<file path="src/rtl/pid_controller_filtered_derivative_assert.svh">
// Assertion macros of the PID controller RTL.
`ifndef PID_CONTROLLER_FILTERED_DERIVATIVE_ASSERT_SVH
`define PID_CONTROLLER_FILTERED_DERIVATIVE_ASSERT_SVH

`ifndef ASSERT_OFF
// Checked on clk, switched off while rst_n is low.
`define PIDFD_ASSERT(lbl, prop, msg) \
    lbl: assert property (@(posedge clk) disable iff (!rst_n) prop) \
        else $error(msg);
// Checked on clk at every edge, reset included.
`define PIDFD_ASSERT_ALWAYS(lbl, prop, msg) \
    lbl: assert property (@(posedge clk) prop) \
        else $error(msg);
`else
`define PIDFD_ASSERT(lbl, prop, msg)
`define PIDFD_ASSERT_ALWAYS(lbl, prop, msg)
`endif

`endif

</file>
<file path="src/rtl/pidfd_pkg.sv">
// Types, constants and fixed-point helpers of the PID controller.
package pidfd_pkg;

    // Build options
    localparam bit ANTI_WINDUP_ON  = 1'b1;
    localparam bit DERIV_FILTER_ON = 1'b1;

    // 0.1 in Q0.16
    localparam logic signed [15:0] TENTH_Q16 = 16'sd6554;

    localparam logic signed [31:0] S32_MAX = 32'sh7fff_ffff;
    localparam logic signed [31:0] S32_MIN = 32'sh8000_0000;

    localparam int CFG_ADDR_W = 3;
    localparam int CFG_DATA_W = 32;

    // Register indexes
    typedef enum logic [CFG_ADDR_W-1:0] {
        IDX_PROP_GAIN,
        IDX_INTEGRAL_GAIN,
        IDX_DERIVATIVE_GAIN,
        IDX_DERIVATIVE_POLE,
        IDX_OUT_MIN,
        IDX_OUT_MAX,
        IDX_INT_MIN,
        IDX_INT_MAX
    } cfg_idx_t;

    typedef struct packed {
        logic signed [31:0] prop_gain;
        logic signed [31:0] integral_gain;
        logic signed [31:0] derivative_gain;
        logic signed [25:0] derivative_pole;
        logic signed [31:0] out_min;
        logic signed [31:0] out_max;
        logic signed [31:0] int_min;
        logic signed [31:0] int_max;
    } cfg_t;

    localparam cfg_t CFG_RESET = '{
        prop_gain:       32'sd0,
        integral_gain:   32'sd0,
        derivative_gain: 32'sd0,
        derivative_pole: 26'sd0,
        out_min:         S32_MIN,
        out_max:         S32_MAX,
        int_min:         S32_MIN,
        int_max:         S32_MAX
    };

    // Differences of one sample
    typedef struct packed {
        logic signed [31:0] error;
        logic signed [31:0] esum;
        logic signed [31:0] derr;
        logic signed [31:0] dsens;
    } diff_t;

    // Products after the first multiply stage
    typedef struct packed {
        logic signed [31:0] error;
        logic signed [31:0] p_term;
        logic signed [31:0] i_step;
        logic signed [31:0] d_part;
        logic signed [31:0] aw_base;
    } prod_t;

    // Everything the feedback stage needs
    typedef struct packed {
        logic signed [31:0] error;
        logic signed [31:0] p_term;
        logic signed [31:0] i_step;
        logic signed [31:0] d_part;
        logic signed [31:0] aw_step;
    } loop_t;

    // Saturate a 33-bit sum to 32 bits
    function automatic logic signed [31:0] sat33(input logic signed [32:0] v);
        logic signed [31:0] r;
        if (v[32] != v[31])
            r = v[32] ? S32_MIN : S32_MAX;
        else
            r = $signed(v[31:0]);
        return r;
    endfunction

    // Round half up at bit sh, then saturate to 32 bits
    function automatic logic signed [31:0] round_sat(input logic signed [63:0] v,
                                                     input int unsigned sh);
        logic signed [63:0] r;
        logic signed [31:0] q;
        r = (v + (64'sd1 <<< (sh - 1))) >>> sh;
        if (r > 64'(S32_MAX))
            q = S32_MAX;
        else if (r < 64'(S32_MIN))
            q = S32_MIN;
        else
            q = $signed(r[31:0]);
        return q;
    endfunction

endpackage

</file>
<file path="src/rtl/pidfd_cfg.sv">
// Configuration register file of the PID controller.
module pidfd_cfg (
    input  logic                              clk,
    input  logic                              rst_n,
    input  logic                              cfg_wr_en,
    input  logic [pidfd_pkg::CFG_ADDR_W-1:0]  cfg_addr,
    input  logic [pidfd_pkg::CFG_DATA_W-1:0]  cfg_wdata,
    output pidfd_pkg::cfg_t                   cfg
);
    import pidfd_pkg::*;

    cfg_t cfg_reg;
    cfg_t cfg_next;

    // Write decode
    always_comb
    begin
        cfg_next = cfg_reg;
        if (cfg_wr_en)
        begin
            case (cfg_idx_t'(cfg_addr))
                IDX_PROP_GAIN:       cfg_next.prop_gain       = $signed(cfg_wdata);
                IDX_INTEGRAL_GAIN:   cfg_next.integral_gain   = $signed(cfg_wdata);
                IDX_DERIVATIVE_GAIN: cfg_next.derivative_gain = $signed(cfg_wdata);
                IDX_DERIVATIVE_POLE: cfg_next.derivative_pole = $signed(cfg_wdata[25:0]);
                IDX_OUT_MIN:         cfg_next.out_min         = $signed(cfg_wdata);
                IDX_OUT_MAX:         cfg_next.out_max         = $signed(cfg_wdata);
                IDX_INT_MIN:         cfg_next.int_min         = $signed(cfg_wdata);
                IDX_INT_MAX:         cfg_next.int_max         = $signed(cfg_wdata);
                default:             cfg_next = cfg_reg;
            endcase
        end
    end

    always_ff @(posedge clk or negedge rst_n)
    begin
        if (!rst_n)
            cfg_reg <= CFG_RESET;
        else
            cfg_reg <= cfg_next;
    end

    assign cfg = cfg_reg;

endmodule

</file>
<file path="config.mk">
export PLATFORM = sky130hd
export DESIGN_NAME = pidfd_cfg
export DESIGN_NICKNAME = d
export VERILOG_FILES = /design/src/rtl/pid_controller_filtered_derivative_assert.svh /design/src/rtl/pidfd_pkg.sv /design/src/rtl/pidfd_cfg.sv
export SDC_FILE = /design/constraint.sdc
export NUM_CORES = 1
export LEC_CHECK = 0
export BUFFER_PORTS_ARGS = -buffer_cell sky130_fd_sc_hd__buf_2
export CORE_ASPECT_RATIO = 1.75
export CORE_UTILIZATION = 57
export CTS_BUF_LIST = sky130_fd_sc_hd__clkbuf_4
export DETAILED_ROUTE_END_ITERATION = 12
export PLACE_DENSITY = 0.89
export SYNTH_ARGS = -nofsm -noshare
export SYNTH_HDL_FRONTEND = slang
export SYNTH_SLANG_ARGS = --single-unit
</file>
<file path="constraint.sdc">
create_clock -name clk -period 1.53 [get_ports clk]
set_input_delay 0.153 -clock clk [delete_from_list [all_inputs] [get_ports clk]]
set_output_delay 0.153 -clock clk [all_outputs]
set_load 0.01 [all_outputs]
</file>
# Word level (Yosys, flattened, before mapping)
# Index checks and enable logic that the tools add are counted.
dict set report word_totals {
  regBits 250
  output_inout_bits 250
  wordCells 24
}
dict set report classes {
  n_eq_ne 7
  n_reduce_logical 9
}
# op n
set op_table {}
lappend op_table {{2-bit AND reduction} 8}
lappend op_table {{3-bit equality test, second input constant} 4}
lappend op_table {{3-bit by 2-bit equality test with 1-bit output, second input constant} 2}
lappend op_table {{3-bit by 1-bit equality test with 1-bit output, second input constant} 1}
lappend op_table {{3-bit zero test} 1}

# Logic depth before layout (Yosys ltp)
dict set report logic_depth {
  ltp_word 2
  depth_mapped 5
  depth_no_buf 2
}

# Worst setup path after synthesis
# No wires, ideal clock.
dict set report synth_timing {
  path_kind {in2reg}
  start {in cfg_addr[1] (netlist name)}
  end {reg cfg_reg, in the netlist cfg[207]}
  arrival_ns 1.228
  required_time_ns 1.405
  path_slack_ns 0.177
  cell_stages 5
  n_path_buf 3
  path_cell_list {buf_4 -> nor4bb_1 -> clkbuf_2 -> buf_6 -> mux2_2}
}
dict set report synth_between {
  elab_chain_len 2
}
# item line_no
set synth_rtl {}
lappend synth_rtl {{from (decl)} pidfd_cfg.sv:6} ;# input logic [pidfd_pkg::CFG_ADDR_W-1:0] cfg_addr,
lappend synth_rtl {{3-bit by 1-bit equality test with 1-bit output} pidfd_cfg.sv:21} ;# case (cfg_idx_t'(cfg_addr))
lappend synth_rtl {{2-bit AND reduction (no line)} n/a}
lappend synth_rtl {{to (signal assigned)} pidfd_cfg.sv:40} ;# cfg_reg <= cfg_next;
lappend synth_rtl {{to (decl)} pidfd_cfg.sv:12} ;# cfg_t cfg_reg;
# No other way between the ends.
# A chain may end at the register's enable or synchronous reset.

# Worst setup path after layout
dict set report layout_timing {
  start {reg cfg_reg, in the netlist cfg[127]}
  end {out cfg[127] (netlist name)}
}
# item line_no
set layout_rtl {}
lappend layout_rtl {{to (decl)} pidfd_cfg.sv:8} ;# output pidfd_pkg::cfg_t cfg
# No word-level cell between the ends.

==> results.md <==
Synth:
- The synthesized netlist cell count is 538.
- The net count of the mapped netlist is ~580.
- The number of register bits inferred by synthesis is 250.
- By area the synthesized netlist is led by sky130_fd_sc_hd__dfrtp_1 (49%), sky130_fd_sc_hd__mux2_2 (28%), sky130_fd_sc_hd__dfstp_2 (18%).
- The xor and xnor fraction of the mapped netlist area is 0%.
- By instance count, the leading cell after synthesis is sky130_fd_sc_hd__mux2_2.
- The number of different library cells used by synthesis comes to 14.
- After synthesis, the share of flip-flops with an asynchronous set or reset is 100%.
- During synthesis, Yosys emitted a total of 0 warnings.
- Each instance of the synthesized netlist takes up on average 17.6 um2.
- The synthesized netlist occupies a cell area of 9490 um2.
- The share of synthesized area in the top cell type comes to about half.
- After synthesis, the largest family of logic cells by area is multiplexers.
- The fraction of the mapped netlist area in compound gates is 0%.
- The adder-cell share of the synthesized area is 0%.
- The primary flip-flop cell chosen by synthesis mapping is sky130_fd_sc_hd__dfrtp_1.
- In the synthesized netlist, the cells that appear most often are sky130_fd_sc_hd__mux2_2 (235), sky130_fd_sc_hd__dfrtp_1 (186), sky130_fd_sc_hd__dfstp_2 (64).
- Summing the areas of all and, or, nand and nor instances in the mapped netlist gives 1.09% of the synthesized area.
- The share of the yosys chip area belonging to registers is 66.7%.
- The cell taking the most area after synthesis is sky130_fd_sc_hd__dfrtp_1.
- In the synthesized netlist, mux cells make up 29.7% of the area.
- The synthesized design contains 0 enable-type register cells.

Outcome:
- The run finished with clean final reports.

Min path:
- The worst hold path belongs to the class in -> async.

Power:
- In this run the power density over the cells is 1500 nW/um2.
- The total power is about 19 mW.
- The proportion of power drawn by combinational gates is 24.1%.
- Summed over all cells, the static leakage comes to 5.91 nW.
- In this run the power spent charging and discharging nets is about 5.5 mW.
- Of the total power, the clock network draws 26.7%.
- The peak ir drop on the vdd network is between 1000 and 1500 uV.
- The proportion of total power due to net switching is 29.6%.
- The design internal power is roughly 13 mW.
- The relative contribution of sequential cells to total power is between 40 and 50%.

Floorplanning:
- From bottom edge to top edge, the die measures ~170 um.
- In this run the standard cell core region covers 16400 um2.
- In this run the horizontal extent of the chip is 99.6 um.
- The boundary pin count is 288.
- For this configuration, the core starts out at a cell density of about 58%.
- The die footprint is 17200 um2.
- The floorplan row count is 62.

CTS:
- After clock tree synthesis, the clock-pin slew on the worst setup and hold paths is about 0.07 ns.
- The clock sink total is 250.
- The insertion delay to the later sink of the worst-skew pair is a little under 0.6 ns.
- TritonCTS built the clock tree.
- Clock tree synthesis inserted a total of between 50 and 60 buffers.
- The H-tree generated during clock tree synthesis spans 2 levels.
- The maximum buffer depth of the clock tree is 3.
- Once the clock tree was built, the resizer swapped 0 gates to a different size.
- The clock tree root buffer cell is sky130_fd_sc_hd__clkbuf_4.

Place:
- The placed instance count is 1042.
- The HPWL after detailed placement is 17100 um.
- At the end of routability-driven placement, the weighted congestion stood at around 0.83.
- The pre-CTS worst setup slack is roughly 0.015 ns.
- The number of input and output port buffers inserted is 287.

Drt:
- After detailed routing, the average wire length per cell comes to 21.1 um.
- After detailed routing, no signal wire sits above met4.
- The routed layout has roughly 6300 vias.
- After the first detailed-routing iteration, the DRC count stood at between 100 and 150.
- The wire length on met1 is 8630 um.
- The final layout contains routed wiring with a total length of 24800 um.
- The count of antenna-violating nets left after detailed routing is 0.
- Detailed routing placed a total of 1270 um of wire on met3.
- Dividing the detail-routed via count by the number of cells gives 5.35.
- For this run, the detailed router's first-pass iteration total came to 4.
- The detailed route wirelength on metal2 is around 14000 um.
- After detailed routing, the number of remaining DRC violations is 0.

STA:
- The worst pin sits at a relative slew slack of 63.6%.
- Setup repair after global routing left no endpoint under its margin.
- The final-report max-slew violation count is 0.
- The routed design could run at a clock period as short as 1.44 ns.
- Static timing analysis puts the maximum clock frequency at 695 MHz.
- The final worst setup slack is 0.0920 ns.
- Setup total negative slack on the finished layout was measured at 0 ns.
- Of the available clock period, the critical path in the final layout requires a little over nine tenths.
- The number of hold violations in the final report is 0.
- The number of failing setup endpoints in the final timing report is 0.
- The actual transition at the worst max-transition pin is 0.545 ns.
- Clock skew on the completed layout was measured at 0 ns.

Setup path:
- The type of destination of the critical path is a primary output.
- The critical path is of the reg -> out type.
- The register-to-register setup slack is 0.72 ns.
- The kind of cell with the highest combined delay along the critical path is flip-flops.
- The startpoint of the most critical register-to-register path is cfg[104].
- In this run the worst path has a maximum fanout of 2.
- The data arrival at the endpoint of the critical path is between 1 and 1.5 ns.
- Counting both buffers and inverters, the worst setup path holds a total of 1.
- The worst register-to-register path has a depth of 1.
- The master of the slowest instance on the critical path is sky130_fd_sc_hd__dfstp_2.
- The critical path goes through buf_2.
- For this run, the slowest stage of the critical path takes ~0.53 ns.
- The destination of the worst register-to-register timing path is cfg[104].
- The sort of element at the start of the critical path is a register.
- At the worst endpoint, the required time is between 1 and 1.5 ns.

Global route:
- The via count of the first global-routing pass is 7102.
- The sum of overflow across all layers after global routing is 0.
- The number of antenna violations at the first check in global routing is 1.
- The largest net degree at the start of global routing is slightly below 60.
- The total global routing track utilization is 30.0%.
- The wire length of the first global-routing pass is 38900 um.

Cells and area:
- Excluding fillers, the count of instances in the completed layout stands at 1175.
- The register with the most flip-flops in the layout has 250 of them.
- In the final design database the tool counted 945 nets.
- From synthesis to final layout, the design area changed by 30.2%.
- The fraction of final layout cells with drive strength greater than 1 is 74.0%.

Run:
- The tool flagged a number of max-cap violations equal to 0.
[logic make-up after synthesis]
| group | count (synthesis) |
|---|---|
| mux | 250 |
| flops | 250 |
| buf+inv | 30 |
| simple gates | 8 |
[layout make-up]
| class | instances | area [um2] |
|---|---|---|
| well taps | 224 | 280 |
| fillers | 966 | 4010 |
| repair buffers | 343 | 2100 |
| flip-flops and latches | 250 | 6340 |
| clock inverters | 14 | 56.3 |
| multi-input cells | 258 | 2950 |
| diodes | 1 | 2.50 |
| clock buffers | 85 | 638 |
[layer usage]
| layer | track usage [%] | vias up |
|---|---|---|
| li1 | - | 2703 |
| met2 | 53.8 | 284 |
| met3 | 6.10 | 86 |
| met5 | 0 | - |
| met4 | 18.4 | 0 |
| met1 | 31.6 | 3217 |
[power by group through the flow]
stage	clock (mW)	combinational, mW	sequential, mW
finish	4.96	4.47	9.14
detailed placement	0	4.40	9.22
global route	5.37	4.74	9.29
CTS	5.07	4.48	9.12
floorplan	0	1.39	9.85
global placement	0	4.23	9.10
[cell usage in the layout, fill, tap and decap left out, types with 3 or more instances in the layout]
master / count
sky130_fd_sc_hd__buf_12: 12
sky130_fd_sc_hd__mux2_1: 15
sky130_fd_sc_hd__clkinv_1: 10
sky130_fd_sc_hd__clkinv_2: 3
sky130_fd_sc_hd__clkbuf_4: 85
sky130_fd_sc_hd__dfrtp_1: 186
sky130_fd_sc_hd__buf_2: 286
sky130_fd_sc_hd__dlygate4sd3_1: 33
sky130_fd_sc_hd__buf_4: 11
sky130_fd_sc_hd__dfstp_2: 64
sky130_fd_sc_hd__mux2_2: 235
[how the worst max path moves through the flow]
stage                     cells past startpoint   startpoint  slack [ns]  endpoint
after floorplan                               5  cfg_addr[1]        0.18  cfg[207]
after global placement                        4    cfg_wr_en        0.05  cfg[100]
after detailed placement                      4    cfg_wr_en        0.02  cfg[107]
after CTS                                     1     cfg[127]        0.05  cfg[127]
after global routing                          1      cfg[75]        0.03   cfg[75]
final                                         1     cfg[127]        0.09  cfg[127]
[stage by stage]
step / cell area [um2] / hold slack (ns) / utilization, %
after floorplan: 9490 / -0.143 / -
after global placement: 11300 / 0.109 / 69.2
after detailed placement: 11300 / 0.112 / 69.2
after CTS: 12400 / 0.0538 / 75.5
after global routing: 12400 / 0.0743 / 75.5
final: 12400 / 0.0642 / 75.5
[repair_timing]
item / 4_1_cts / 5_1_grt
hold buffers: 33 / 0
buffers inserted: 0 / 0
hold endpoints to repair: 443 / 0
endpoints found under the setup margin: 0 / 0
(Power assumes the default switching activity.)
