$ cat src/rtl/pid_controller_filtered_derivative_assert.svh
// Assertion macros of the PID controller RTL.
`ifndef PID_CONTROLLER_FILTERED_DERIVATIVE_ASSERT_SVH
`define PID_CONTROLLER_FILTERED_DERIVATIVE_ASSERT_SVH

`ifndef ASSERT_OFF
// Checked on clk, switched off while rst_n is low.
`define PIDFD_ASSERT(lbl, prop, msg) \
    lbl: assert property (@(posedge clk) disable iff (!rst_n) prop) \
        else $error(msg);
// Checked on clk at every edge, reset included.
`define PIDFD_ASSERT_ALWAYS(lbl, prop, msg) \
    lbl: assert property (@(posedge clk) prop) \
        else $error(msg);
`else
`define PIDFD_ASSERT(lbl, prop, msg)
`define PIDFD_ASSERT_ALWAYS(lbl, prop, msg)
`endif

`endif

$ cat src/rtl/pidfd_pkg.sv
// Types, constants and fixed-point helpers of the PID controller.
package pidfd_pkg;

    // Build options
    localparam bit ANTI_WINDUP_ON  = 1'b1;
    localparam bit DERIV_FILTER_ON = 1'b1;

    // 0.1 in Q0.16
    localparam logic signed [15:0] TENTH_Q16 = 16'sd6554;

    localparam logic signed [31:0] S32_MAX = 32'sh7fff_ffff;
    localparam logic signed [31:0] S32_MIN = 32'sh8000_0000;

    localparam int CFG_ADDR_W = 3;
    localparam int CFG_DATA_W = 32;

    // Register indexes
    typedef enum logic [CFG_ADDR_W-1:0] {
        IDX_PROP_GAIN,
        IDX_INTEGRAL_GAIN,
        IDX_DERIVATIVE_GAIN,
        IDX_DERIVATIVE_POLE,
        IDX_OUT_MIN,
        IDX_OUT_MAX,
        IDX_INT_MIN,
        IDX_INT_MAX
    } cfg_idx_t;

    typedef struct packed {
        logic signed [31:0] prop_gain;
        logic signed [31:0] integral_gain;
        logic signed [31:0] derivative_gain;
        logic signed [25:0] derivative_pole;
        logic signed [31:0] out_min;
        logic signed [31:0] out_max;
        logic signed [31:0] int_min;
        logic signed [31:0] int_max;
    } cfg_t;

    localparam cfg_t CFG_RESET = '{
        prop_gain:       32'sd0,
        integral_gain:   32'sd0,
        derivative_gain: 32'sd0,
        derivative_pole: 26'sd0,
        out_min:         S32_MIN,
        out_max:         S32_MAX,
        int_min:         S32_MIN,
        int_max:         S32_MAX
    };

    // Differences of one sample
    typedef struct packed {
        logic signed [31:0] error;
        logic signed [31:0] esum;
        logic signed [31:0] derr;
        logic signed [31:0] dsens;
    } diff_t;

    // Products after the first multiply stage
    typedef struct packed {
        logic signed [31:0] error;
        logic signed [31:0] p_term;
        logic signed [31:0] i_step;
        logic signed [31:0] d_part;
        logic signed [31:0] aw_base;
    } prod_t;

    // Everything the feedback stage needs
    typedef struct packed {
        logic signed [31:0] error;
        logic signed [31:0] p_term;
        logic signed [31:0] i_step;
        logic signed [31:0] d_part;
        logic signed [31:0] aw_step;
    } loop_t;

    // Saturate a 33-bit sum to 32 bits
    function automatic logic signed [31:0] sat33(input logic signed [32:0] v);
        logic signed [31:0] r;
        if (v[32] != v[31])
            r = v[32] ? S32_MIN : S32_MAX;
        else
            r = $signed(v[31:0]);
        return r;
    endfunction

    // Round half up at bit sh, then saturate to 32 bits
    function automatic logic signed [31:0] round_sat(input logic signed [63:0] v,
                                                     input int unsigned sh);
        logic signed [63:0] r;
        logic signed [31:0] q;
        r = (v + (64'sd1 <<< (sh - 1))) >>> sh;
        if (r > 64'(S32_MAX))
            q = S32_MAX;
        else if (r < 64'(S32_MIN))
            q = S32_MIN;
        else
            q = $signed(r[31:0]);
        return q;
    endfunction

endpackage

$ cat src/rtl/pidfd_loop.sv
// Feedback stage: integrator, derivative filter, output clamp, anti-windup.
module pidfd_loop (
    input  logic                clk,
    input  logic                rst_n,
    input  pidfd_pkg::cfg_t     cfg,
    input  logic                in_valid,
    output logic                in_ready,
    input  pidfd_pkg::loop_t    in_word,
    output logic                out_valid,
    input  logic                out_ready,
    output logic signed [31:0]  drive,
    output logic                clipped
);
    import pidfd_pkg::*;

    logic               v_reg;
    logic signed [31:0] acc_reg;
    logic signed [31:0] acc_next;
    logic signed [31:0] last_deriv_reg;
    logic signed [31:0] deriv_next;
    logic signed [31:0] drive_reg;
    logic signed [31:0] drive_next;
    logic               clip_reg;
    logic               clip_next;

    logic signed [31:0] integ;
    logic signed [31:0] integ_sum;
    logic signed [63:0] pole_prod;
    logic signed [31:0] pole_term;
    logic signed [31:0] pi_sum;
    logic signed [31:0] total;
    logic               same_sign;
    logic               load;

    assign in_ready = !v_reg || out_ready;
    assign load     = in_valid && in_ready;

    always_comb
    begin
        // Trapezoidal integrator, clamped (max test first)
        integ_sum = sat33({acc_reg[31], acc_reg} + {in_word.i_step[31], in_word.i_step});
        if (integ_sum > cfg.int_max)
            integ = cfg.int_max;
        else if (integ_sum < cfg.int_min)
            integ = cfg.int_min;
        else
            integ = integ_sum;

        // Derivative: filter feedback from the previous derivative
        pole_prod = 64'(cfg.derivative_pole) * 64'(last_deriv_reg);
        pole_term = round_sat(pole_prod, 24);
        if (DERIV_FILTER_ON)
            deriv_next = sat33({in_word.d_part[31], in_word.d_part}
                               + {pole_term[31], pole_term});
        else
            deriv_next = in_word.d_part;

        // P + I + D, clamped to the output range
        pi_sum = sat33({in_word.p_term[31], in_word.p_term} + {integ[31], integ});
        total  = sat33({pi_sum[31], pi_sum} + {deriv_next[31], deriv_next});
        if (total > cfg.out_max)
        begin
            drive_next = cfg.out_max;
            clip_next  = 1'b1;
        end
        else if (total < cfg.out_min)
        begin
            drive_next = cfg.out_min;
            clip_next  = 1'b1;
        end
        else
        begin
            drive_next = total;
            clip_next  = 1'b0;
        end

        // Anti-windup: back off when clipped and pushing the same way
        same_sign = (in_word.error > 32'sd0 && integ > 32'sd0)
                 || (in_word.error < 32'sd0 && integ < 32'sd0);
        if (ANTI_WINDUP_ON && clip_next && same_sign)
            acc_next = sat33({integ[31], integ} - {in_word.aw_step[31], in_word.aw_step});
        else
            acc_next = integ;
    end

    always_ff @(posedge clk or negedge rst_n)
    begin
        if (!rst_n)
        begin
            v_reg          <= 1'b0;
            acc_reg        <= '0;
            last_deriv_reg <= '0;
        end
        else
        begin
            v_reg <= load || (v_reg && !out_ready);
            if (load)
            begin
                acc_reg        <= acc_next;
                last_deriv_reg <= deriv_next;
            end
        end
    end

    always_ff @(posedge clk)
    begin
        if (load)
        begin
            drive_reg <= drive_next;
            clip_reg  <= clip_next;
        end
    end

    assign out_valid = v_reg;
    assign drive     = drive_reg;
    assign clipped   = clip_reg;

`include "pid_controller_filtered_derivative_assert.svh"

    // Loop state moves only with a new sample
    `PIDFD_ASSERT(a_state_hold, !load |=> $stable(acc_reg) && $stable(last_deriv_reg), "loop state changed without a sample")
    // A result appears only after a sample was taken
    `PIDFD_ASSERT(a_valid_from_load, $rose(out_valid) |-> $past(load), "result valid without a sample")
    // With nothing new coming, a taken result empties the stage
    `PIDFD_ASSERT(a_drain, out_valid && out_ready && !in_valid |=> !out_valid, "result stage did not drain")

endmodule

$ cat config.mk
export PLATFORM = sky130hd
export DESIGN_NAME = pidfd_loop
export DESIGN_NICKNAME = d
export VERILOG_FILES = /design/src/rtl/pidfd_pkg.sv /design/src/rtl/pidfd_loop.sv
export VERILOG_INCLUDE_DIRS = /design/src /design/src/rtl
export SDC_FILE = /design/constraint.sdc
export NUM_CORES = 2
export LEC_CHECK = 0
export ABC_CLOCK_PERIOD_IN_PS = 27300
export BUFFER_PORTS_ARGS = -buffer_cell sky130_fd_sc_hd__buf_2
export CELL_PAD_IN_SITES_DETAIL_PLACEMENT = 0
export CELL_PAD_IN_SITES_GLOBAL_PLACEMENT = 2
export CORE_ASPECT_RATIO = 1.1
export CORE_MARGIN = 10
export CORE_UTILIZATION = 39
export DETAILED_ROUTE_END_ITERATION = 10
export GPL_TIMING_DRIVEN = 0
export PLACE_DENSITY = 0.91
export SLEW_MARGIN = 5
export SYNTH_ARGS = -nofsm -noshare
export SYNTH_HDL_FRONTEND = slang
export SYNTH_SLANG_ARGS = --single-unit
$ cat constraint.sdc
create_clock -name clk -period 27.3 [get_ports clk]
set_input_delay 1.365 -clock clk [delete_from_list [all_inputs] [get_ports clk]]
set_output_delay 1.365 -clock clk [all_outputs]
set_load 0.005 [all_outputs]
# Word-level counts from Yosys, hierarchy flattened
# Cells that the tools add are included.
[totals]
regBits = 98
latch_bits = 0
mem_bits_rw = 0
romBits = 0
in_bits = 414
memories = 0
[classes]
addsub = 6
multipliers = 1
div_mod_pow = 0
n_lt_le_gt_ge = 10
n_eq_ne = 5
shifts = 0
mux = 19
n_bitwise = 0
reduce_logical = 10
[ops]
columns = ["op", "n"]
rows = [
  ["two-way mux 32 bit", 17],
  ["adder 32 x 32 -> 33 bit", 4],
  ["> comparator 32 x 1 -> 1 bit, second input constant", 2],
  ["> comparator 32 bit", 2],
  ["< comparator 32 x 1 -> 1 bit, second input constant", 2],
  ["< comparator 32 bit", 2],
  ["adder 58 x 25 -> 59 bit, second input constant", 1],
  ["multiplier 26 x 32 -> 58 bit", 1],
  ["> comparator 35 x 32 -> 1 bit, second input constant", 1],
  ["< comparator 35 x 32 -> 1 bit, second input constant", 1],
  ["subtractor 32 x 32 -> 33 bit", 1],
  ["logical AND 1 bit", 5],
  ["inequality test 1 bit", 5],
  ["logical OR 1 bit", 3],
  ["zero test 1 bit", 2],
  ["two-way mux 1 bit", 2],
]

# Depth between registers and ports, before layout
[depth]
word_depth = 17
ltp_mapped = 96

# Least setup slack after synthesis
# Ideal clock, no wire load.
[synth_timing]
kind = "input -> register"
startpoint = "in cfg[130] (netlist name)"
endpoint = "reg acc_reg[11]"
setup_time_ns = 0.087
arrival_time_ns = 20.761
path_slack_ns = 6.452
cell_stages = 92
n_path_buf = 7
path_cell_list = "clkbuf_1 > nand2_1 > inv_1 > fa_1 > fa_1 > inv_1 > fa_1 > inv_1 > fa_1 > fa_1 > fa_1 > inv_1 > fa_1 > inv_1 > ha_1 > a21o_1 > a21o_1 > a21oi_1 > [56 not listed] > a21o_1 > a21o_1 > a21o_1 > a21oi_1 > nor2b_1 > o21ai_0 > nand2b_1 > a21oi_1 > nor3_1 > nor4bb_1 > nand4b_1 > nand4_1 > a2bb2oi_1 > o41ai_2 > or3_1 > buf_2 > buf_4 > o211ai_1"
[synth_between]
elab_chain_cells = 16
word_cells_on_any_way = 20
[synth_lines]
columns = ["element", "line", "source"]
rows = [
  ["start, declared", "pidfd_loop.sv:5", "input pidfd_pkg::cfg_t cfg,"],
  ["multiplier 26 x 32 -> 58 bit (*)", "pidfd_loop.sv:50", "pole_prod = 64'(cfg.derivative_pole) * 64'(last_deriv_reg);"],
  ["adder 58 x 25 -> 59 bit (*)", "pidfd_pkg.sv:92", "r = (v + (64'sd1 <<< (sh - 1))) >>> sh;"],
  ["< comparator 35 x 32 -> 1 bit", "pidfd_pkg.sv:95", "else if (r < 64'(S32_MIN))"],
  ["two-way mux 32 bit", "pidfd_pkg.sv:95", ""],
  ["two-way mux 32 bit (*)", "pidfd_pkg.sv:93", "if (r > 64'(S32_MAX))"],
  ["adder 32 x 32 -> 33 bit (*)", "pidfd_loop.sv:54", "+ {pole_term[31], pole_term});"],
  ["two-way mux 32 bit or inequality test 1 bit (tied branches)", "pidfd_pkg.sv:81, pidfd_pkg.sv:80", ""],
  ["two-way mux 32 bit (*)", "pidfd_pkg.sv:80", "if (v[32] != v[31])"],
  ["named net deriv_next[1]", "pidfd_loop.sv:20", "logic signed [31:0] deriv_next;"],
  ["adder 32 x 32 -> 33 bit (*)", "pidfd_loop.sv:60", "total = sat33({pi_sum[31], pi_sum} + {deriv_next[31], deriv_next});"],
  ["two-way mux 32 bit or inequality test 1 bit (tied branches)", "pidfd_pkg.sv:81, pidfd_pkg.sv:80", ""],
  ["two-way mux 32 bit (*)", "pidfd_pkg.sv:80", ""],
  ["< comparator 32 bit", "pidfd_loop.sv:66", "else if (total < cfg.out_min)"],
  ["two-way mux 1 bit", "pidfd_loop.sv:66", ""],
  ["two-way mux 1 bit (*)", "pidfd_loop.sv:61", "if (total > cfg.out_max)"],
  ["logical AND 1 bit (*)", "pidfd_loop.sv:80", "if (ANTI_WINDUP_ON && clip_next && same_sign)"],
  ["two-way mux 32 bit (*)", "pidfd_loop.sv:80", ""],
  ["end signal, assigned", "pidfd_loop.sv:99", "acc_reg <= acc_next;"],
  ["end, declared", "pidfd_loop.sv:17", "logic signed [31:0] acc_reg;"],
]
# Mark *: on every way through the listed nets, which the timed path passes. The rest lies on a longest branch.
# A chain may end at the register's enable or synchronous reset.

# Worst setup path after layout
[layout_timing]
startpoint = "in cfg[137] (netlist name)"
endpoint = "reg acc_reg[21]"
# The elaborated chain is that of the path after synthesis.

==> run_results.csv <==
group,metric,value,unit
logic_synthesis,yosysWarnings,0,
critical_path,critPathLaunchType,"input pin",
grt,first_global_vias,41000,
placed_design,detailed_place_hpwl,146000,um
placed_design,place_ws,-0.940,ns
sta,clock_skew,0.0161,ns
logic_synthesis,synth_area,45000,um2
clock_network,cts.clk_slew.worst_paths,0.08,ns
sta,setup_ws,1.07,ns
layout,final_cell_mix,"1055 x inv_1, 866 x fa_1, 596 x nand2_1",
die,design.core.area,114000,um2
critical_path,r2r_slack,1.26,ns
critical_path,crit_top_cell,"o21ai_0",
clock_network,postCtsSetupRepairBufs,0,
critical_path,critPathKind,"in -> reg",
min_path,hold_path_class,"reg -> reg",
clock_network,cts-root-buf,"clkbuf_16",
grt,grt.overflow.total,0,
critical_path,end_kind,"register",
grt,antenna_found_initial,21,
critical_path,slowest_delay,0.74,ns
critical_path,timing.rr.start,"last_deriv_reg[16]$_DFFE_PN0P_",
sta,fmaxAchievable,38.1,MHz
critical_path,critical-path-slowest-cell,"clkbuf_1",
sta,min_period_over_period,96.1,%
logic_synthesis,synth_edf_count,33,
logic_synthesis,synth_fp_nets,6963,
die,die_width,344,um
die,dieArea,129000,um2
detailed_routing,ant_nets,0,
placed_design,gp_congestion,0.997,
logic_synthesis,avgSynthCellArea,8.59,um2
critical_path,regToRegEndpoint,"acc_reg[21]$_DFFE_PN0P_",
sta,slew_violations,0,
detailed_routing,vias,38100,
die,die_h,376,um
sta,tightest_slew,1.48,ns
die,rows,130,
logic_synthesis,yosysSeqAreaShare,5.82,%
critical_path,cp-startpoint,"cfg[137]",
logic_synthesis,synth_cells,5236,
clock_network,clockBufferDepth,2,
layout,fin_util,43.0,%
status,run_status,"complete, but fails checks",
detailed_routing,vias_per_cell,5.34,
die,start_util,39.3,%
layout,area_growth_syn_to_layout,9.24,%
placed_design,port_buffers,352,
critical_path,worstPathMaxFanout,10,
logic_synthesis,ys_ff_latch,98,
status,violations,"max-capacitance violations",
detailed_routing,drt_iter0_drc,2364,
logic_synthesis,synth.distinct_cells,82,
clock_network,clk_latency,0.39,ns
critical_path,endpoint,"acc_reg[21]$_DFFE_PN0P_",
sta,rsz0062_at_grt,"false",
clock_network,tritoncts,"yes",
run,cap_violations,1,
logic_synthesis,synth_top_area_share,38.5,%
sta,hold_violations,0,
critical_path,cp.arrival,26.47,ns
logic_synthesis,synthTopCellsByArea,"fa_1 39%, ha_1 12%, inv_1 8.8%, and2_1 5.0%, nand2_1 5.0%",
die,io_pins,449,
grt,grt_max_degree,36,
clock_network,clkSinkCount,98,
logic_synthesis,synth_ff_type,"dfrtp_1",
layout,drive_above_1_share,8.78,%
sta,finalSetupViolations,0,
clock_network,htree_levels,3,
grt,grt_pass1_wl,252000,um
logic_synthesis,yosys.area.top_type,"fa_1",
detailed_routing,first_pass_iters,6,
layout,final_nets,7338,
logic_synthesis,synthArstFlopShare,66.3,%
detailed_routing,post_drt_wl_per_cell,23.3,um
sta,slew_headroom,0.112,%
layout,final_common_cell,"inv_1",
sta,finalCriticalPeriod,26.23,ns
critical_path,rr_worst_depth,89,
clock_network,cts_buffers,9,
critical_path,cp.required,27.54,ns
detailed_routing,drc,0,
detailed_routing,routed_wl,166000,um
grt,grt_util_all_layers,25.7,%
timing repair:
| item | in CTS | in global routing |
|---|---|---|
| hold buffers | 0 | 0 |
| pin swaps | 0 | 0 |
| endpoints found under the setup margin | 34 | 64 |
| gates resized for setup | 4 | 40 |
metal layers:
metal  up-vias  track usage [%]  wire length, um
li1      17300                -                -
met1     19100             30.3            63300
met2      1360             45.6            83000
met3       369             4.48            11100
met4        22             11.0             8810
met5         -                0              136
how the worst min path moves through the flow:
stage                                  from                       to  slack [ns]  cells past startpoint
floorplan           acc_reg[31]$_DFFE_PN0P_  acc_reg[31]$_DFFE_PN0P_        0.46                      2
global placement    acc_reg[23]$_DFFE_PN0P_  acc_reg[23]$_DFFE_PN0P_        0.49                      2
detailed placement  acc_reg[23]$_DFFE_PN0P_  acc_reg[23]$_DFFE_PN0P_        0.51                      2
CTS                 acc_reg[23]$_DFFE_PN0P_  acc_reg[23]$_DFFE_PN0P_        0.52                      2
global route        acc_reg[23]$_DFFE_PN0P_  acc_reg[23]$_DFFE_PN0P_        0.56                      2
finish              acc_reg[23]$_DFFE_PN0P_  acc_reg[23]$_DFFE_PN0P_        0.52                      2
worst max-delay path, delay by kind of cell:
family / cells / cell delay, ns
XOR/XNOR: 2 / 0.35
adder cells (fa/ha/maj): 13 / 5.38
buffers and inverters: 13 / 3.19
AO/OA/AOI/OAI: 44 / 12.24
AND/OR/NAND/NOR: 17 / 3.91
cells in the mapped netlist, drive strengths merged, types with 25 or more instances:
library cell	number
nand4	37
nor3	68
nand2b	49
mux2	32
edfxtp	33
nand3	46
a21o	81
o211ai	25
nand2	596
dfrtp	65
a21oi	189
o21a	33
nor4	26
and2	359
mux2i	44
nor2b	34
ha	447
inv	1057
xor2	79
nor2	195
fa	866
xnor2	94
clkbuf	208
o21ai	280
layout make-up:
| type | instances | area, um2 |
|---|---|---|
| Fill cell | 11700 | 65200 |
| Clock inverter | 6 | 52.6 |
| Timing Repair Buffer | 365 | 1870 |
| Tap cell | 1518 | 1900 |
| Buffer | 226 | 917 |
| Inverter | 1058 | 3970 |
| Clock buffer | 10 | 250 |
| Antenna cell | 7 | 17.5 |
| Multi-Input combinational cell | 3853 | 37500 |
| Sequential cell | 98 | 2620 |
logic make-up (layout without fill, tap and decap cells):
kind of cell | Yosys count | after routing | share of synthesized area (%)
flip-flops | 98 | 98 | 5.82
adder cells (fa/ha/maj) | 1313 | 1313 | 51.0
AND/OR/NAND/NOR | 1488 | 1488 | 16.1
multiplexers | 76 | 76 | 1.78
other | 0 | 7 | 0
XOR/XNOR | 173 | 173 | 3.37
buffers and inverters | 1285 | 1665 | 10.8
AO/OA/AOI/OAI | 803 | 803 | 11.1
per-stage QoR:
stage / area [um2] / setup TNS, ns / cells / hold slack, ns
6_report: 49100 / 0 / 7141 / 0.524
4_1_cts: 49100 / 0 / 7135 / 0.523
5_1_grt: 49100 / 0 / 7134 / 0.562
3_5_place_dp: 48800 / -33.37 / 7119 / 0.506
2_1_floorplan: 45000 / 0 / 5236 / 0.460
3_3_place_gp: 48600 / -18.15 / 7106 / 0.491
Power is left out: the tool's default activity adds up to more than one toggle a clock period on the data nets, which glitch-free logic cannot reach.
