$ cat src/rtl/pid_controller_filtered_derivative_assert.svh
// Assertion macros of the PID controller RTL.
`ifndef PID_CONTROLLER_FILTERED_DERIVATIVE_ASSERT_SVH
`define PID_CONTROLLER_FILTERED_DERIVATIVE_ASSERT_SVH

`ifndef ASSERT_OFF
// Checked on clk, switched off while rst_n is low.
`define PIDFD_ASSERT(lbl, prop, msg) \
    lbl: assert property (@(posedge clk) disable iff (!rst_n) prop) \
        else $error(msg);
// Checked on clk at every edge, reset included.
`define PIDFD_ASSERT_ALWAYS(lbl, prop, msg) \
    lbl: assert property (@(posedge clk) prop) \
        else $error(msg);
`else
`define PIDFD_ASSERT(lbl, prop, msg)
`define PIDFD_ASSERT_ALWAYS(lbl, prop, msg)
`endif

`endif

$ cat src/rtl/pidfd_pkg.sv
// Types, constants and fixed-point helpers of the PID controller.
package pidfd_pkg;

    // Build options
    localparam bit ANTI_WINDUP_ON  = 1'b1;
    localparam bit DERIV_FILTER_ON = 1'b1;

    // 0.1 in Q0.16
    localparam logic signed [15:0] TENTH_Q16 = 16'sd6554;

    localparam logic signed [31:0] S32_MAX = 32'sh7fff_ffff;
    localparam logic signed [31:0] S32_MIN = 32'sh8000_0000;

    localparam int CFG_ADDR_W = 3;
    localparam int CFG_DATA_W = 32;

    // Register indexes
    typedef enum logic [CFG_ADDR_W-1:0] {
        IDX_PROP_GAIN,
        IDX_INTEGRAL_GAIN,
        IDX_DERIVATIVE_GAIN,
        IDX_DERIVATIVE_POLE,
        IDX_OUT_MIN,
        IDX_OUT_MAX,
        IDX_INT_MIN,
        IDX_INT_MAX
    } cfg_idx_t;

    typedef struct packed {
        logic signed [31:0] prop_gain;
        logic signed [31:0] integral_gain;
        logic signed [31:0] derivative_gain;
        logic signed [25:0] derivative_pole;
        logic signed [31:0] out_min;
        logic signed [31:0] out_max;
        logic signed [31:0] int_min;
        logic signed [31:0] int_max;
    } cfg_t;

    localparam cfg_t CFG_RESET = '{
        prop_gain:       32'sd0,
        integral_gain:   32'sd0,
        derivative_gain: 32'sd0,
        derivative_pole: 26'sd0,
        out_min:         S32_MIN,
        out_max:         S32_MAX,
        int_min:         S32_MIN,
        int_max:         S32_MAX
    };

    // Differences of one sample
    typedef struct packed {
        logic signed [31:0] error;
        logic signed [31:0] esum;
        logic signed [31:0] derr;
        logic signed [31:0] dsens;
    } diff_t;

    // Products after the first multiply stage
    typedef struct packed {
        logic signed [31:0] error;
        logic signed [31:0] p_term;
        logic signed [31:0] i_step;
        logic signed [31:0] d_part;
        logic signed [31:0] aw_base;
    } prod_t;

    // Everything the feedback stage needs
    typedef struct packed {
        logic signed [31:0] error;
        logic signed [31:0] p_term;
        logic signed [31:0] i_step;
        logic signed [31:0] d_part;
        logic signed [31:0] aw_step;
    } loop_t;

    // Saturate a 33-bit sum to 32 bits
    function automatic logic signed [31:0] sat33(input logic signed [32:0] v);
        logic signed [31:0] r;
        if (v[32] != v[31])
            r = v[32] ? S32_MIN : S32_MAX;
        else
            r = $signed(v[31:0]);
        return r;
    endfunction

    // Round half up at bit sh, then saturate to 32 bits
    function automatic logic signed [31:0] round_sat(input logic signed [63:0] v,
                                                     input int unsigned sh);
        logic signed [63:0] r;
        logic signed [31:0] q;
        r = (v + (64'sd1 <<< (sh - 1))) >>> sh;
        if (r > 64'(S32_MAX))
            q = S32_MAX;
        else if (r < 64'(S32_MIN))
            q = S32_MIN;
        else
            q = $signed(r[31:0]);
        return q;
    endfunction

endpackage

$ cat src/rtl/pidfd_diff.sv
// Input register and difference stage: error, error sum and differences.
module pidfd_diff (
    input  logic                clk,
    input  logic                rst_n,
    input  logic                in_valid,
    output logic                in_ready,
    input  logic signed [31:0]  target,
    input  logic signed [31:0]  sensed,
    output logic                out_valid,
    input  logic                out_ready,
    output pidfd_pkg::diff_t    out_word
);
    import pidfd_pkg::*;

    // Stage 0: input register
    logic               v0_reg;
    logic signed [31:0] tgt_reg;
    logic signed [31:0] sns_reg;
    // Stage 1: differences
    logic               v1_reg;
    diff_t              d_reg;
    diff_t              d_next;
    // Previous sample
    logic signed [31:0] last_err_reg;
    logic signed [31:0] last_sns_reg;

    logic ready0;
    logic ready1;
    logic load0;
    logic load1;

    assign ready1 = !v1_reg || out_ready;
    assign ready0 = !v0_reg || ready1;
    assign load0  = in_valid && ready0;
    assign load1  = v0_reg && ready1;

    // Saturating differences
    always_comb
    begin
        d_next.error = sat33({tgt_reg[31], tgt_reg} - {sns_reg[31], sns_reg});
        d_next.esum  = sat33({d_next.error[31], d_next.error}
                             + {last_err_reg[31], last_err_reg});
        d_next.derr  = sat33({d_next.error[31], d_next.error}
                             - {last_err_reg[31], last_err_reg});
        d_next.dsens = sat33({sns_reg[31], sns_reg} - {last_sns_reg[31], last_sns_reg});
    end

    // Valid bits and history
    always_ff @(posedge clk or negedge rst_n)
    begin
        if (!rst_n)
        begin
            v0_reg       <= 1'b0;
            v1_reg       <= 1'b0;
            last_err_reg <= '0;
            last_sns_reg <= '0;
        end
        else
        begin
            v0_reg <= load0 || (v0_reg && !ready1);
            v1_reg <= load1 || (v1_reg && !out_ready);
            if (load1)
            begin
                last_err_reg <= d_next.error;
                last_sns_reg <= sns_reg;
            end
        end
    end

    // Payload
    always_ff @(posedge clk)
    begin
        if (load0)
        begin
            tgt_reg <= target;
            sns_reg <= sensed;
        end
        if (load1)
            d_reg <= d_next;
    end

    assign in_ready  = ready0;
    assign out_valid = v1_reg;
    assign out_word  = d_reg;

endmodule

$ cat config.mk
export PLATFORM = sky130hd
export DESIGN_NAME = pidfd_diff
export DESIGN_NICKNAME = d
export VERILOG_FILES = /design/src/rtl/pid_controller_filtered_derivative_assert.svh /design/src/rtl/pidfd_pkg.sv /design/src/rtl/pidfd_diff.sv
export SDC_FILE = /design/constraint.sdc
export NUM_CORES = 1
export LEC_CHECK = 0
export ABC_AREA = 1
export ABC_CLOCK_PERIOD_IN_PS = 6450
export BUFFER_PORTS_ARGS = -buffer_cell sky130_fd_sc_hd__buf_2
export CAP_MARGIN = 10
export CORE_MARGIN = 4
export CORE_UTILIZATION = 60
export DETAILED_ROUTE_END_ITERATION = 8
export GPL_ROUTABILITY_DRIVEN = 0
export GPL_TIMING_DRIVEN = 0
export PLACE_DENSITY_LB_ADDON = 0.3
export SETUP_SLACK_MARGIN = 0.1
export SLEW_MARGIN = 20
export SYNTH_ARGS = -nofsm -noshare
export SYNTH_HDL_FRONTEND = slang
export SYNTH_SLANG_ARGS = --single-unit
$ cat constraint.sdc
create_clock -name clk -period 6.45 [get_ports clk]
set_input_delay 0.645 -clock clk [delete_from_list [all_inputs] [get_ports clk]]
set_output_delay 0.645 -clock clk [all_outputs]
set_load 0.1 [all_outputs]
== Word level (Yosys, flattened, before mapping) ==
Index checks and enable logic that the tools add are counted.

* Add/sub/neg operators: 4
* Multipliers: 0
* Divide/modulo/power cells: 0
* $lt $le $gt $ge: 0
* Eq/ne operators: 4
* Shifts and indexed selects: 0
* Mux-type cells: 8
* Bitwise logic cells: 0
* Reductions and logical operators: 12

{| class="wikitable"
|+ Operators with widths
! operator !! count
|-
| $mux 32 || 8
|-
| $sub 32x32->33 || 3
|-
| $add 32x32->33 || 1
|-
| $logic_and 1x1->1 || 4
|-
| $logic_not 1->1 || 4
|-
| $logic_or 1x1->1 || 4
|-
| $ne 1x1->1 || 4
|}

* Register bits: 258
* Bits in latches: 0
* Bits in writable memories: 0
* ROM bits: 0
* Input bits: 68
* Output and inout port bits: 130
* Logic and storage cells: 38
* Memories kept: 0

== Depth between registers and ports, before layout ==
Gate-level depths: netlist (run 1).

* Word-level depth: 6
* Depth in mapped cells: 34
* Depth with buffers taken out: 33

== Worst setup path before layout (run 1) ==
OpenSTA, ideal clock, no wires.

* Path kind: flip-flop to flip-flop
* Start: register v1_reg (netlist: out_valid)
* End: register d_reg, in the netlist out_word[0], enable pin
* Arrival time: 4.894 ns
* Data required time: 5.908 ns
* Slack: 1.014 ns
* Stages on the path, launching flop included: 5
* Path buffers: 1
* Period minus slack after synthesis: 5.436 ns
* Path through: dfrtp_1 -> nand2_1 -> nand2_1 -> inv_1 -> clkbuf_1

* Cells in the longest elaborated chain, start to end: 3

{| class="wikitable"
|+ Ends and longest elaborated chain
! element !! RTL line !! text
|-
| from (decl) || pidfd_diff.sv:20 || <nowiki>logic v1_reg;</nowiki>
|-
| from (signal assigned) || pidfd_diff.sv:61 || <nowiki>v1_reg <= load1 || (v1_reg && !out_ready);</nowiki>
|-
| $logic_not 1->1 || pidfd_diff.sv:32 || <nowiki>assign ready1 = !v1_reg || out_ready;</nowiki>
|-
| $logic_or 1x1->1 || pidfd_diff.sv:32 ||
|-
| $logic_and 1x1->1 || pidfd_diff.sv:35 || <nowiki>assign load1 = v0_reg && ready1;</nowiki>
|-
| named net load1 || pidfd_diff.sv:30 || <nowiki>logic load1;</nowiki>
|-
| to (signal assigned) || pidfd_diff.sv:79 || <nowiki>d_reg <= d_next;</nowiki>
|-
| to (decl) || pidfd_diff.sv:21 || <nowiki>diff_t d_reg;</nowiki>
|}

The timed path passes the listed nets, and every way through them passes these cells.
A chain may end at the register's enable or synchronous reset.

==> results.md, run 1 <==
- Ys async rst share: 25.6%
- Count of final hold-check violations: 0
- Critical R2R Launch: tgt_reg[0]
- Per-cell routed wire length: 16.6 um
- Initial standard-cell utilization of the core: 61.0%
- Worst flop-to-flop path endpoint: out_word[91]
- Clock tree from TritonCTS: yes
- Total inserted antenna cells: 0
- Most used flip-flop cell after synthesis: edfxtp_1
- Root Buffer Master: clkbuf_16
- Critical path fanouts, max: 10
- Post-CTS setup buffer count: 0
- Pwr per Cell Area: 556 mW/mm2
- Cell type with the highest occurrence count on the critical path: nand2_1
- First-pass DRT Iterations: 6
- Crit-path slowest cell: o21ai_0
- Mapped Avg Cell Area: 7.83 um2
- CP Launch Type: register
- H-tree depth: 1
- Flip-flop count of the largest register after layout: 128
- Wire length of the first global-routing pass: 75.8 mm
- Highest attainable clock frequency: 181 MHz
- Share of cells above drive strength 1: 12.8%
- # setup viols final: 0
- Net count of the finished layout: 2678
- Number of register bits inferred by synthesis: 258
- # hold bufs at CTS: 1
- Number of cells produced by synthesis: 2247
- Kind of path behind the tightest hold check: in -> reg
- Wire length after detailed routing: 47.8 mm
- Max_slew headroom: 43.9%
- Worst-case reg-to-reg path depth: 28
- Commonest cells after routing, fill and taps aside: nand2_1, inv_1, buf_2
- Site row count: 62
- Num CTS Buffers: 27
- Final number of max-transition violations: 0
- Share of the cycle needed by the critical path after routing: 85.4%
- Hold Path Stages: 1
- Antenna viol nets, final: 0
- Tightest Pin Transition: 0.833 ns
- Die H: 179 um
- Most common cell after layout, fill and taps aside: nand2_1
- Vias in the first global route: 15843
- Cell Count Post-Placement: 2832
- Peak supply drop: 321 uV
- Die X-Extent: 179 um
- Post-CTS Resized: 0
- First-iteration detailed-routing DRC count: 1264
- Result of the run: finished clean
- Arrival time worst endpoint: 5.79 ns
- Number of distinct library cells after synthesis: 41
- Number of warnings reported in the yosys synthesis log: 0
- Die ar.: 0.0321 mm2
- Final Hold Slack: 0.255 ns
- Number of top-level pins: 198
- Final HPWL from detailed placement: 38.2 mm
- Pin count of the biggest net entering global routing: 63
- GRT overflow: 0
- Syn-to-layout area delta: 14.0%
- # clock sinks: 258
- Clock period minus final worst setup slack: 5.51 ns
- Post-route DRC violation count: 0
- Setup repair after global routing missed its margin: no
- Max-cap violations: 0
- Reg-to-reg slack, setup: 0.94 ns
- Critical Path Sink Type: register
- Post-route design area: 0.0201 mm2
- Clock edge transition at the registers on the reported setup and hold paths: 0.06 ns
- Non-filler instance count after layout: 2882
- Source-to-sink clock delay at the later pin of the worst-skew pair: 0.56 ns
- Area of the mapped netlist: 0.0176 mm2
- Fin Clk Skew: 0.0248 ns
- Hold Path Origin: sensed[4]
- Critical path required time: 6.73 ns
- Total track usage: 29.7%
- Hold EP: sns_reg[4]
- Post-detailed-placement cell area: 0.0192 mm2
- Number of vias per cell after detailed routing: 5.57
- Delay of the slowest critical-path stage: 0.54 ns
- Max clock buf depth: 3
- Routed vias: 16067
- Crit path max-delay family: simple AND/OR/NAND/NOR gates
- Portion of the post-synthesis area used by sequential elements: 42.1%
- Total nets after synthesis: 2447
- Leak Pwr: 0.0100 uW
- Initial antenna violation count: 0
- Number of enable flip-flop cells after synthesis: 192
- Type of the worst setup path: reg -> reg
- Buffering stage count on the worst path with inverters included: 5
- Floorplan core area: 0.0289 mm2
- Total of buffers placed on input and output ports: 197
==> report_power, final <==
group          leakage (uW)  switching (uW)  total, uW  internal (uW)
registers           0.00266             174       2670           2490
clock network      0.000427             650       1540            889
logic               0.00694            5360       6960           1590
==> worst max path at each step <==
stage / endpoint / start / cells after the start / slack [ns]
floorplan: out_word[0] / out_valid / 4 / 1.01
global placement: out_word[85] / out_ready / 6 / -0.41
detailed placement: out_word[91] / tgt_reg[0] / 28 / 1.15
CTS: out_word[91] / tgt_reg[0] / 31 / 1.13
global route: out_word[91] / tgt_reg[0] / 31 / 0.73
finish: out_word[91] / tgt_reg[0] / 28 / 0.94
==> layer usage <==
metal	share of wire, %	global-route usage, %	wire (um)
met1	38	34.9	18100
met2	46	51.7	22100
met3	8.5	3.94	4070
met4	7.4	18.0	3540
met5	0	0	0
==> Yosys cell counts, types with 8 or more instances <==
cell type	count	area, um2
nand3_1	80	400
o21bai_1	26	195
a21o_1	16	120
nor3_1	24	120
xor2_1	71	622
nand3b_1	11	82.6
inv_1	313	1170
o21ai_0	134	671
nand2_1	713	2680
nand4_1	14	87.6
ha_1	128	1600
clkbuf_1	13	48.8
edfxtp_1	192	5770
a21oi_2	19	166
dfrtp_1	66	1650
xnor2_1	17	149
nor2_1	150	563
nand2_2	8	50.1
buf_2	17	85.1
a21oi_1	171	856
nor4_1	11	68.8
==> cells by family (layout without fill, tap and decap cells) <==
kind of cell | after synthesis | after routing | share of synthesized area (%)
compound gates | 381 | 381 | 12.0
xor+xnor | 88 | 88 | 4.38
fa+ha+maj | 132 | 132 | 9.55
buf+inv | 358 | 609 | 8.02
flops | 258 | 258 | 42.1
simple gates | 1030 | 1030 | 23.9
==> layout make-up <==
cell class	count	area, um2
fillers	2411	8800
clock inverters	20	193
flip-flops and latches	258	7420
plain buffers	40	223
well taps	384	480
repair buffers	202	1090
clock buffers	29	683
inverters	318	1200
multi-input cells	1631	8770
==> per-stage QoR <==
stage	worst slack (ns)	setup TNS, ns	power (uW)	utilization, %
4_1_cts	1.13	0	11100	69.5
3_3_place_gp	-0.414	-52.81	9370	66.1
3_5_place_dp	1.15	0	9490	66.4
2_1_floorplan	1.01	0	8080	-
5_1_grt	0.729	0	11900	69.5
6_report	0.939	0	11200	69.5
Note: power is estimated with default switching activity, not from simulation.
==> inputs of run 2 (changes only) <==
--- a/config.mk
+++ b/config.mk
@@ -14,7 +14,7 @@
 export DETAILED_ROUTE_END_ITERATION = 8
 export GPL_ROUTABILITY_DRIVEN = 0
 export GPL_TIMING_DRIVEN = 0
-export PLACE_DENSITY_LB_ADDON = 0.3
+export PLACE_DENSITY = 0.81
 export SETUP_SLACK_MARGIN = 0.1
 export SLEW_MARGIN = 20
 export SYNTH_ARGS = -nofsm -noshare
==> results.md, run 2 (same netlist as run 1, synthesis figures left out) <==
- Post-CTS Resized: 0 (unchanged)
- CP Launch Type: register (unchanged)
- Root Buffer Master: clkbuf_16 (unchanged)
- Syn-to-layout area delta: 14.1% (was 14.0%)
- Die ar.: 0.0321 mm2 (unchanged)
- Delay of the slowest critical-path stage: 0.55 ns (was 0.54 ns)
- Clock tree from TritonCTS: yes (unchanged)
- Post-route DRC violation count: 0 (unchanged)
- Setup repair after global routing missed its margin: no (unchanged)
- Pwr per Cell Area: 556 mW/mm2 (about the same)
- Number of vias per cell after detailed routing: 5.59 (was 5.57)
- Sequential Area: 0.00742 mm2 (unchanged)
- Critical path required time: 6.73 ns (about the same)
- Post-route design area: 0.0201 mm2 (about the same)
- Post-detailed-placement cell area: 0.0192 mm2 (unchanged)
- Crit path max-delay family: simple AND/OR/NAND/NOR gates (unchanged)
- Max clock buf depth: 3 (unchanged)
- # clock sinks: 258 (unchanged)
- H-tree depth: 1 (unchanged)
- Wire length of the first global-routing pass: 75.8 mm (about the same)
- Final setup TNS: 0 ns (unchanged)
- Leak Pwr: 0.0101 uW (was 0.0100 uW)
- Pin count of the biggest net entering global routing: 63 (unchanged)
- Hold Path Stages: 1 (unchanged)
- Buffering stage count on the worst path with inverters included: 4 (was 5)
- Initial standard-cell utilization of the core: 61.0% (unchanged)
- Worst-case reg-to-reg path depth: 27 (was 28)
- Final Hold Slack: 0.274 ns (was 0.255 ns)
- Arrival time worst endpoint: 5.69 ns (was 5.79 ns)
- Share of cells above drive strength 1: 13.0% (was 12.8%)
- # setup viols final: 0 (unchanged)
- Source-to-sink clock delay at the later pin of the worst-skew pair: 0.56 ns (about the same)
- Post-CTS setup buffer count: 0 (unchanged)
- Highest attainable clock frequency: 185 MHz (was 181 MHz)
- Clock period minus final worst setup slack: 5.41 ns (was 5.51 ns)
- Smallest setup slack after layout: 1.04 ns (was 0.939 ns)
- Total Power: 11200 uW (about the same)
- Critical Path Sink Type: register (unchanged)
- Net count of the finished layout: 2679 (was 2678)
- Per-cell routed wire length: 16.7 um (was 16.6 um)
- Final number of max-transition violations: 0 (unchanged)
- Fin Clk Skew: 0.0211 ns (was 0.0248 ns)
- Wire length after detailed routing: 48.1 mm (was 47.8 mm)
- Most common cell after layout, fill and taps aside: nand2_1 (unchanged)
- Floorplan core area: 0.0289 mm2 (unchanged)
- Clock edge transition at the registers on the reported setup and hold paths: 0.06 ns (about the same)
- Crit-path slowest cell: o21ai_0 (unchanged)
- First-pass DRT Iterations: 6 (unchanged)
- Total of buffers placed on input and output ports: 197 (unchanged)
- First-iteration detailed-routing DRC count: 1391 (was 1264)
- Flip-flop count of the largest register after layout: 128 (unchanged)
- Max_slew headroom: 38.8% (was 43.9%)
- Tightest Pin Transition: 0.908 ns (was 0.833 ns)
- Commonest cells after routing, fill and taps aside: nand2_1, inv_1, buf_2 (unchanged)
- # hold bufs at CTS: 1 (unchanged)
- Result of the run: finished clean (unchanged)
- Cell type with the highest occurrence count on the critical path: nand2_1 (unchanged)
- Initial antenna violation count: 0 (unchanged)
- Total track usage: 29.7% (about the same)
- Die X-Extent: 179 um (unchanged)
- Fillers: 2353 (was 2411)
- Number of top-level pins: 198 (unchanged)
- Worst slack, placed: 1.17 ns (was 1.15 ns)
- Kind of path behind the tightest hold check: in -> reg (unchanged)
- Die H: 179 um (unchanged)
- Type of the worst setup path: reg -> reg (unchanged)
- Site row count: 62 (unchanged)
- Total inserted antenna cells: 0 (unchanged)
- Critical path fanouts, max: 10 (unchanged)
- GRT overflow: 0 (unchanged)
- Num CTS Buffers: 28 (was 27)
- Vias in the first global route: 15832 (was 15843)
- Final HPWL from detailed placement: 38.5 mm (was 38.2 mm)
- Peak supply drop: 469 uV (was 321 uV)
- Share of the cycle needed by the critical path after routing: 84.0% (was 85.4%)
- Area occupied by multi-input gates: 0.00877 mm2 (unchanged)
- Antenna viol nets, final: 0 (unchanged)
- Max-cap violations: 0 (unchanged)
- Number of logic stages on the critical path including buffering: 27 (was 28)
- Count of final hold-check violations: 0 (unchanged)
- Routed vias: 16114 (was 16067)
==> run 2: power breakdown <==
| group | internal, uW | switching, uW |
|---|---|---|
| sequential | 2490 | 171 |
| clock | 878 | 660 |
| combinational | 1590 | 5360 |
| total | 4960 | 6190 |
==> run 2: final timing paths <==
kind                                   from                to  slack [ns]
setup reg to reg                 sns_reg[0]      out_word[66]        1.04
min in group asynchronous             rst_n  last_err_reg[30]        0.47
max in group asynchronous             rst_n   last_sns_reg[9]        5.44
hold reg to reg            last_sns_reg[12]  last_sns_reg[12]        0.49
setup / recovery                 sns_reg[0]      out_word[66]        1.04
hold / removal                    target[8]        tgt_reg[8]        0.27
==> run 2: metrics by stage <==
stage / std cells / utilization, %
finish: 2884 / 69.6
floorplan: 2247 / -
CTS: 2884 / 69.6
detailed placement: 2832 / 66.4
global placement: 2828 / 66.1
global route: 2884 / 69.6
==> run 2: final cells by class <==
type	instances	area share, %
inverter	318	5.96
sequential	258	36.9
clock buffer	32	3.72
timing repair buffer	202	5.45
clock inverter	19	0.754
multi-input combinational	1631	43.7
tap	384	2.39
buffer	40	1.11
==> run 2: per-layer routing <==
metal	vias up	global-route usage, %	routed length [um]	part of all wire [%]
met4	0	19.3	3710	7.7
met3	224	3.75	3660	7.6
met1	7268	34.5	18200	38
li1	7803	-	-	-
met2	819	51.5	22500	47
met5	-	0	0	0
==> inputs of run 3 (changes only) <==
--- a/config.mk
+++ b/config.mk
@@ -6,7 +6,7 @@
 export NUM_CORES = 1
 export LEC_CHECK = 0
 export ABC_AREA = 1
-export ABC_CLOCK_PERIOD_IN_PS = 6450
+export ABC_CLOCK_PERIOD_IN_PS = 5000
 export BUFFER_PORTS_ARGS = -buffer_cell sky130_fd_sc_hd__buf_2
 export CAP_MARGIN = 10
 export CORE_MARGIN = 4
==> constraint.sdc (replaced) <==
create_clock -name clk -period 5 [get_ports clk]
set_input_delay 0.5 -clock clk [delete_from_list [all_inputs] [get_ports clk]]
set_output_delay 0.5 -clock clk [all_outputs]
set_load 0.1 [all_outputs]
==> results.md, run 3 (same netlist as run 1, synthesis figures left out) <==
- Source-to-sink clock delay at the later pin of the worst-skew pair: 0.55 ns (was 0.56 ns)
- Number of vias per cell after detailed routing: 5.57 (was 5.59)
- Critical path required time: 5.41 ns (was 6.73 ns)
- Floorplan core area: 0.0289 mm2 (unchanged)
- Post-route DRC violation count: 0 (unchanged)
- Antenna viol nets, final: 0 (unchanged)
- Max_slew headroom: 44.7% (was 38.8%)
- Peak supply drop: 384 uV (was 469 uV)
- Fin Clk Skew: 0.0163 ns (was 0.0211 ns)
- Final setup TNS: 0 ns (unchanged)
- Pwr per Cell Area: 723 mW/mm2 (was 556 mW/mm2)
- Uppermost routed layer: met4 (unchanged)
- Sum of met3 wire segment lengths after detailed routing: 3.98 mm (was 3.66 mm)
- Met2 WL post-DR: 22.8 mm (was 22.5 mm)
- Commonest cells after routing, fill and taps aside: nand2_1, inv_1, buf_2 (unchanged)
- CP Launch Type: register (unchanged)
- H-tree depth: 1 (unchanged)
- M1 WL: 18.6 mm (was 18.2 mm)
- Wire length of the first global-routing pass: 75.3 mm (was 75.8 mm)
- Delay of the slowest critical-path stage: 0.42 ns (was 0.55 ns)
- Total inserted antenna cells: 0 (unchanged)
- Type of the worst setup path: reg -> reg (unchanged)
- Critical Path Sink Type: register (unchanged)
- Vias in the first global route: 15595 (was 15832)
- # setup viols final: 0 (unchanged)
- Wire length after detailed routing: 49.3 mm (was 48.1 mm)
- Final HPWL from detailed placement: 38.0 mm (was 38.5 mm)
- Buffering stage count on the worst path with inverters included: 3 (was 4)
- Fillers: 2269 (was 2353)
- First-iteration detailed-routing DRC count: 1298 (was 1391)
- Site row count: 62 (unchanged)
- Clock edge transition at the registers on the reported setup and hold paths: 0.06 ns (about the same)
- Max clock buf depth: 3 (unchanged)
- Flip-flop count of the largest register after layout: 128 (unchanged)
- Die X-Extent: 179 um (unchanged)
- Arrival time worst endpoint: 5.16 ns (was 5.69 ns)
- Number of top-level pins: 198 (unchanged)
- Total of buffers placed on input and output ports: 197 (unchanged)
- Final Hold Slack: 0.122 ns (was 0.274 ns)
- Net count of the finished layout: 2692 (was 2679)
- Die ar.: 0.0321 mm2 (unchanged)
- Most common cell after layout, fill and taps aside: nand2_1 (unchanged)
- Share of the cycle needed by the critical path after routing: 94.9% (was 84.0%)
- Total track usage: 29.6% (was 29.7%)
- Count of final hold-check violations: 0 (unchanged)
- Critical path fanouts, max: 10 (unchanged)
- # clock sinks: 258 (unchanged)
- Root Buffer Master: clkbuf_16 (unchanged)
- Ordered list of cells on the worst path: inv_1 -> ha_1 -> a21oi_1 -> nand2_1 -> nand2_1 -> nand2_1 -> a21oi_1 -> nand3_2 -> nand2_4 -> nand2_8 -> buf_8 -> a21oi_4 -> ha_2 -> inv_1 -> nand2_1 -> nor2_2 -> nand3_1 -> o21ai_2 -> nand3_1 -> nand2_1 -> xor2_1 -> nand2_1 -> nand2_1
- Routed vias: 16141 (was 16114)
- Setup repair after global routing missed its margin: yes (was no)
- Initial standard-cell utilization of the core: 61.0% (unchanged)
- Highest attainable clock frequency: 211 MHz (was 185 MHz)
- Final number of max-transition violations: 0 (unchanged)
- Result of the run: finished clean (unchanged)
- Clock period minus final worst setup slack: 4.75 ns (was 5.41 ns)
- Pin count of the biggest net entering global routing: 99 (was 63)
- Clock tree from TritonCTS: yes (unchanged)
- Die H: 179 um (unchanged)
- Leak Pwr: 0.0102 uW (was 0.0101 uW)
- Share of cells above drive strength 1: 16.2% (was 13.0%)
- Crit path max-delay family: simple AND/OR/NAND/NOR gates (unchanged)
- Cell type with the highest occurrence count on the critical path: nand2_1 (unchanged)
- Kind of path behind the tightest hold check: in -> reg (unchanged)
- Initial antenna violation count: 0 (unchanged)
- Crit-path slowest cell: edfxtp_1 (was o21ai_0)
- Num CTS Buffers: 26 (was 28)
- Max-cap violations: 0 (unchanged)
- GRT overflow: 0 (unchanged)
- Cell Count Post-Placement: 2831 (was 2832)
- First-pass DRT Iterations: 7 (was 6)
- Non-filler instance count after layout: 2896 (was 2884)
- Tightest Pin Transition: 0.829 ns (was 0.908 ns)
- Syn-to-layout area delta: 17.6% (was 14.1%)
- Per-cell routed wire length: 17.0 um (was 16.7 um)
run 3: cell types whose count changed in the layout (fill, tap and decap cells not counted), moves of 8 or more:
| cell | before | now |
|---|---|---|
| nand2_2 | 8 | 19 |
| buf_4 | 5 | 20 |
| ha_2 | 0 | 8 |
| a21oi_1 | 171 | 148 |
| ha_1 | 128 | 116 |
| o21ai_0 | 134 | 120 |
| a21oi_4 | 0 | 16 |
| nor2_1 | 150 | 140 |
| nand2_1 | 713 | 699 |
run 3: stage by stage:
| stage | instance area (um2) | utilization [%] | setup WS [ns] | power [uW] |
|---|---|---|---|---|
| 2_1_floorplan | 17600 | - | 0.932 | 10400 |
| 3_3_place_gp | 19100 | 66.1 | -0.204 | 12100 |
| 3_5_place_dp | 19200 | 66.4 | -0.304 | 12200 |
| 4_1_cts | 20100 | 69.7 | 0.102 | 14300 |
| 5_1_grt | 20700 | 71.7 | 0.0181 | 15800 |
| 6_report | 20700 | 71.7 | 0.254 | 15000 |
run 3: metal layers:
metal,global-route usage (%),vias to the layer above
met1,35.3,7202
met4,18.6,0
met3,3.67,245
met2,50.9,877
met5,0,-
li1,-,7817
run 3: worst paths after layout:
check / startpoint / end / slack, ns / cells past startpoint
hold / removal: sensed[8] / sns_reg[8] / 0.12 / 1
setup / recovery: sns_reg[19] / out_word[86] / 0.25 / 23
max in group asynchronous: rst_n / last_sns_reg[17] / 4.14 / 3
setup reg to reg: sns_reg[19] / out_word[86] / 0.25 / 23
min in group asynchronous: rst_n / last_err_reg[31] / 0.33 / 2
hold reg to reg: last_sns_reg[21] / last_sns_reg[21] / 0.49 / 2
run 3: final cells by class:
class / count / area, um2 / area share, %
well taps: 384 / 480 / 2.32
multi-input cells: 1632 / 9250 / 44.7
clock inverters: 15 / 163 / 0.786
plain buffers: 40 / 290 / 1.40
flip-flops and latches: 258 / 7420 / 35.8
clock buffers: 33 / 698 / 3.37
inverters: 318 / 1200 / 5.80
repair buffers: 216 / 1200 / 5.81
run 3: power breakdown:
part | internal, uW | switching, uW
Clock | 1140 | 833
Sequential | 3210 | 223
Combinational | 2320 | 7230
run 3: what timing repair did:
action / in CTS / in global routing
pin swaps: 1 / 6
buffers inserted: 2 / 11
cloned: 0 / 3
hold endpoints to repair: 7 / 0
hold buffers: 1 / 0
resized for setup: 24 / 122
setup endpoints to repair: 41 / 61
